## config.mk

```make
export PLATFORM = sky130hd
export DESIGN_NAME = hffa_fold
export DESIGN_NICKNAME = d
export VERILOG_FILES = /design/src/rtl/core/hffa_pkg.sv /design/src/rtl/core/hffa_fold.sv
export SDC_FILE = /design/constraint.sdc
export NUM_CORES = 1
export LEC_CHECK = 0
export ABC_CLOCK_PERIOD_IN_PS = 2700
export BUFFER_PORTS_ARGS = -buffer_cell sky130_fd_sc_hd__buf_4
export CAP_MARGIN = 30
export CORE_MARGIN = 1
export CORE_UTILIZATION = 54
export CTS_CLUSTER_SIZE = 24
export DETAILED_ROUTE_END_ITERATION = 10
export GPL_TIMING_DRIVEN = 0
export PLACE_DENSITY = 0.77
export SYNTH_ARGS = -nofsm -noshare
export SYNTH_HDL_FRONTEND = slang
export SYNTH_SLANG_ARGS = --single-unit
```

## constraint.sdc

```tcl
create_clock -name clk -period 2.7 [get_ports clk]
set_clock_uncertainty 0.15 [all_clocks]
set_input_delay 0 -clock clk [delete_from_list [all_inputs] [get_ports clk]]
set_output_delay 0 -clock clk [all_outputs]
set_load 0.1 [all_outputs]
```

## src/rtl/core/hffa_pkg.sv

```systemverilog
// package: item types, codes and constants of the hemicube form factor accumulator
`default_nettype none
package hffa_pkg;

  typedef struct packed {
    logic [1:0]  func;
    logic [12:0] element_id;
    logic [7:0]  row;
    logic [7:0]  col;
    logic        face_side;
    logic [31:0] table_value;
    logic [31:0] area_ratio;
  } in_item_t;

  typedef struct packed {
    logic [12:0] element_echo;
    logic [28:0] form_factor;
    logic        overflow;
  } out_item_t;

  localparam logic [1:0] FUNC_LOAD_TOP  = 2'd0;
  localparam logic [1:0] FUNC_LOAD_SIDE = 2'd1;
  localparam logic [1:0] FUNC_PIXEL     = 2'd2;
  localparam logic [1:0] FUNC_READ      = 2'd3;

  // register index is paddr[2]
  localparam logic REG_HEMI_RES      = 1'b0;
  localparam logic REG_ELEMENT_COUNT = 1'b1;

  localparam logic [8:0]  HEMI_RES_RESET = 9'd256;
  localparam logic [28:0] Q28_ONE        = 29'd268435456;
  localparam logic [28:0] Q28_CLAMP      = 29'd268462300;

  typedef enum logic [2:0] {
    ST_CLEAR,
    ST_IDLE,
    ST_FOLD,
    ST_PIX_RD,
    ST_PIX_WR,
    ST_RD_RD,
    ST_RD_MUL,
    ST_RD_OUT
  } state_t;

  typedef struct packed {
    logic       start;
    logic [7:0] row;
    logic [7:0] col;
    logic [7:0] hc;
  } fold_req_t;

  typedef struct packed {
    logic       done;
    logic [7:0] row;
    logic [7:0] col;
  } fold_rsp_t;

endpackage
`default_nettype wire

```

## src/rtl/core/hffa_fold.sv

```systemverilog
// fold unit: folds a pixel row and column about the face center, one remainder bit a cycle
`default_nettype none
module hffa_fold (
  input  wire                  clk,
  input  wire                  rst,
  input  hffa_pkg::fold_req_t  req,
  output hffa_pkg::fold_rsp_t  rsp
);
  import hffa_pkg::*;

  logic       busy;
  logic       done;
  logic [2:0] cnt;
  logic [7:0] hc;
  logic [7:0] orig_r;
  logic [7:0] orig_c;
  logic [7:0] sh_r;
  logic [7:0] sh_c;
  logic [7:0] rem_r;
  logic [7:0] rem_c;
  logic [7:0] rem_r_next;
  logic [7:0] rem_c_next;
  logic [8:0] trial_r;
  logic [8:0] trial_c;

  // restoring remainder step on both lanes
  always_comb begin
    trial_r = {rem_r, sh_r[7]};
    trial_c = {rem_c, sh_c[7]};
    rem_r_next = (trial_r >= {1'b0, hc}) ? 8'(trial_r - {1'b0, hc}) : trial_r[7:0];
    rem_c_next = (trial_c >= {1'b0, hc}) ? 8'(trial_c - {1'b0, hc}) : trial_c[7:0];
  end

  always_ff @(posedge clk) begin
    if (rst) begin
      busy <= 1'b0;
      done <= 1'b0;
      cnt  <= 3'd0;
    end else begin
      done <= busy && (cnt == 3'd7);
      if (req.start) begin
        busy <= 1'b1;
        cnt  <= 3'd0;
      end else if (busy) begin
        cnt <= cnt + 3'd1;
        if (cnt == 3'd7) begin
          busy <= 1'b0;
        end
      end
    end
  end

  always_ff @(posedge clk) begin
    if (req.start) begin
      hc     <= req.hc;
      orig_r <= req.row;
      orig_c <= req.col;
      sh_r   <= req.row;
      sh_c   <= req.col;
      rem_r  <= 8'd0;
      rem_c  <= 8'd0;
    end else if (busy) begin
      sh_r  <= {sh_r[6:0], 1'b0};
      sh_c  <= {sh_c[6:0], 1'b0};
      rem_r <= rem_r_next;
      rem_c <= rem_c_next;
    end
  end

  always_comb begin
    rsp.done = done;
    rsp.row  = (orig_r < hc) ? orig_r : 8'(hc - 8'd1 - rem_r);
    rsp.col  = (orig_c < hc) ? orig_c : 8'(hc - 8'd1 - rem_c);
  end

endmodule
`default_nettype wire

```

## Yosys cells after proc, flatten, opt, wreduce, memory -nomap -nowiden

Cells that the tools add are included.

- Bits in registers: 61
- Input bits: 27
- Output and inout port bits: 17
- Logic and storage cells: 35

- Add/sub/neg operators: 6
- Order comparisons: 4
- Equal/unequal tests: 1
- Multiplexer cells: 11
- Reduce and logical (&&, ||, !) cells: 3

Operators with widths:

| kind | number |
|---|---|
| $mux 8 | 8 |
| $sub 8x8->8 | 4 |
| $ge 9x8->1 | 2 |
| $lt 8x8->1 | 2 |
| $sub 8x1->8 const B | 1 |
| $add 3x1->3 const B | 1 |
| $eq 3x3->1 const B | 1 |
| $mux 1 | 3 |
| $reduce_bool 2->1 | 1 |
| $reduce_or 2->1 | 1 |
| $logic_and 1x1->1 | 1 |

## Logic depth before layout (Yosys ltp)

- Word-level depth: 4
- Depth in mapped cells: 11
- Mapped depth without buffers: 11

## Worst setup path after synthesis

OpenSTA, ideal clock, no wires.

- Path kind: reg-to-output
- From: register hc[1]
- To: output port rsp[0] in the netlist's numbering
- Arrival: 3.313 ns
- Required time: 2.550 ns
- Path slack: -0.763 ns
- Cell stages (with the launch flop): 8
- Buffers on the path: 0
- Path through: edfxtp_1 -> inv_1 -> ha_1 -> o211ai_1 -> a21boi_0 -> o211ai_1 -> a21oi_1 -> mux2i_1

RTL lines:

| what | RTL line | RTL |
|---|---|---|
| start, declared | hffa_fold.sv:14 | `logic [7:0] hc;` |
| start signal, assigned | hffa_fold.sv:55 | `hc <= req.hc;` |
| end, declared | hffa_fold.sv:7 | `output hffa_pkg::fold_rsp_t rsp` |

==> run_results.csv <==
group,metric,value,unit
run_status,outcome,"complete, but fails checks",
run_status,violations,"negative setup slack",
synth,synth_top_area_cell,"edfxtp_1",
synth,ys_types,50,
worst_setup_path,crit_path_end_kind,"output port",
clock_network,clk_path_buf_depth,2,
worst_setup_path,reg2reg_setup_slack,-0.23,ns
worst_setup_path,reg2reg_to,"rem_r[2]",
power,power_density,658,nW/um^2
synth,synthFlopType,"edfxtp_1",
worst_hold_path,whs_path_depth,2,
power,ir_drop,813,uV
worst_setup_path,crit_arrival,3.28,ns
route,drc_errors,0,
clock_network,tritoncts,"done",
synth,synth_top_cell_area_share,29.6,%
timing,setup_ws,-0.731,ns
clock_network,insertion_delay,0.36,ns
finish,final_net_count,563,
global_routing,grt_start_max_net_pins,26,
global_routing,first_global_vias,3780,
clock_network,htree_levels,3,
clock_network,cts_buffers,9,
floorplanning,die_h,88.7,um
route,dr.pass1.iters,5,
global_routing,grt_antenna_before_repair,0,
timing,fin_tns_setup,-7.78,ns
place,dp_cells,510,
synth,syn_inst,368,
worst_hold_path,hold_path_end,"hc[4]",
timing,fin_crit,3.43,ns
floorplanning,row_count,31,
clock_network,path_clk_slew,0.07,ns
route,wl_per_cell,27.4,um
route,wirelength,16100,um
finish,fin_area,5990,um^2
timing,max_freq,0.291,GHz
floorplanning,pin_count,44,
worst_setup_path,reg2reg_from,"hc[1]",
worst_setup_path,cp.required,2.55,ns
timing,slew_viol_final,0,
place,portBuffers,43,
floorplanning,die_width,88.7,um
timing,rsz0062_at_grt,"true",
finish,final_cells,589,
finish,area_delta_synth_final,47.6,%
finish,drive_gt1_share,39.0,%
route,via_count,4019,
synth,async_flop_share,0,%
synth,avgSynthCellArea,11.0,um^2
timing,slew_headroom,49.2,%
finish,layout_commonest_cell,"buf_4",
synth,synth_nets,446,
worst_hold_path,hp-class,"input port to flop",
synth,yosysSeqAreaShare,39.9,%
place,dp_worst_setup_slack,-0.446,ns
finish,utilization,82.6,%
place,hpwlAfterDp,6770,um
global_routing,grt-ovfl-total,0,
worst_setup_path,startpoint_type,"flop",
global_routing,grt_pass1_wl,21200,um
route,routed_via_density,6.82,
synth,synth_warnings,0,
global_routing,grt_usage,38.4,%
timing,finalHoldViolCount,0,
finish,fillCellCount,284,
floorplanning,dieArea,7870,um^2
finish,antenna-diode-count,0,
clock_network,clockRootBuffer,"clkbuf_8",
synth,ys_seq_elements,61,
synth,synth_edf_count,40,
floorplanning,coreArea,7250,um^2
worst_setup_path,path_class,"flop to output port",
place,place.gp.congestion,0.882,
finish,final_cell_mix,"51 x buf_4, 40 x edfxtp_1, 37 x ha_1",
power,p_leak,2.40,nW
timing,finalCritPeriodShare,127,%
route,drt_iter0_markers,408,
timing,tightest_slew,0.759,ns
flow_run,maxCapViolations,0,
route,postRouteAntennaNets,0,
synth,synth_top_cells_by_area,"edfxtp_1 30%, ha_1 14%, dfxtp_1 10%, mux2_2 8.3%, xnor2_1 4.3%",
clock_network,cts_sinks,61,
place,dpl_cell_area,4540,um^2
worst_setup_path,crit_fanout,3,
worst_hold_path,min-delay-start,"req[4]",
synth,synthesis.area,4060,um^2
floorplanning,initial_utilization,56.0,%
worst_setup_path,r2r_cells,13,
timing,setup_viol,31,
## cells by family (layout without fill, tap and decap cells)
logic type,after synthesis,count (layout),share of synthesized area [%]
compound gates,86,86,14.9
flops,61,61,39.9
simple gates,61,61,7.98
fa+ha+maj,51,51,16.5
mux,41,41,11.0
buf+inv,41,163,3.88
xor+xnor,27,27,5.82
## Yosys cell counts (3+ instances only)
cell       n
fa_1       4
a32oi_1    3
edfxtp_1  40
clkbuf_1   6
nand2b_1   4
o21ai_0   12
o21a_1    10
ha_1      47
nand4_1    3
xnor2_1   20
inv_1     33
o21bai_1   3
mux2_2    30
xor2_1     7
a21boi_0   3
o22ai_1    5
a211oi_1   3
dfxtp_1   21
o211ai_1   5
nand3_1    3
nor2b_1    6
mux2i_1   11
nor3_1     8
a21oi_1   18
nand2_1    9
a21o_1     5
nor2_1    20
## area by class of cell
class	count	area, um^2	share of cell area [%]
clock buffer	10	128	2.13
multi-input combinational	266	2770	46.1
sequential	61	1620	27.1
inverter	34	131	2.19
clock inverter	6	86.3	1.44
timing repair buffer	106	1100	18.4
buffer	7	33.8	0.564
tap	99	124	2.07
## timing repair
action / CTS / global route
setup buffers: 31 / 12
hold buffers: 26 / 0
endpoints found under the setup margin: 47 / 32
pin swaps: 28 / 19
hold endpoints to repair: 69 / 0
resized for setup: 99 / 50
cloned: 0 / 0
## power breakdown
group | internal [W] | total (W) | switching (W)
clock network | 0.000520 | 0.000936 | 0.000416
registers | 0.00107 | 0.00113 | 0.0000574
logic | 0.000767 | 0.00188 | 0.00112
## layer usage
metal,track usage [%],wire [um]
met5,0,0
met2,63.6,7440
met1,45.0,5650
met4,26.5,1370
met3,7.56,1680
## per-stage QoR
stage	power [W]	hold slack, ns
CTS	0.00360	0.219
global placement	0.00234	0.0293
finish	0.00395	0.220
global route	0.00402	0.223
floorplan	0.00209	-0.0780
detailed placement	0.00237	0.0294
## how the worst max path moves through the flow
| stage | startpoint | to | slack [ns] | depth (start not counted) |
|---|---|---|---|---|
| 6_report | hc[0] | rsp[15] | -0.73 | 11 |
| 5_1_grt | hc[0] | rsp[15] | -0.72 | 11 |
| 4_1_cts | hc[0] | rsp[15] | -0.34 | 11 |
| 3_5_place_dp | hc[1] | rsp[15] | -0.45 | 12 |
| 3_3_place_gp | hc[1] | rsp[15] | -0.40 | 12 |
| 2_1_floorplan | hc[1] | rsp[15] | 0.01 | 9 |
## worst max-delay path, cell delays in order, from the launching register on
cell	delay, ns
edfxtp_1	0.47
buf_6	0.16
or4_4	0.53
nor2_4	0.14
xnor2_2	0.16
ha_1	0.30
o21a_1	0.19
nor2_1	0.20
a21oi_2	0.11
xnor2_1	0.26
mux2_4	0.23
buf_12	0.17
## flip-flops by register name, summed over array words and instances, names as in the netlist
name,cells
busy,1
cnt,3
done,1
hc,8
orig_c,8
orig_r,8
rem_c,8
rem_r,8
sh_c,8
sh_r,8
No activity file was read; power rests on OpenSTA's default activity.
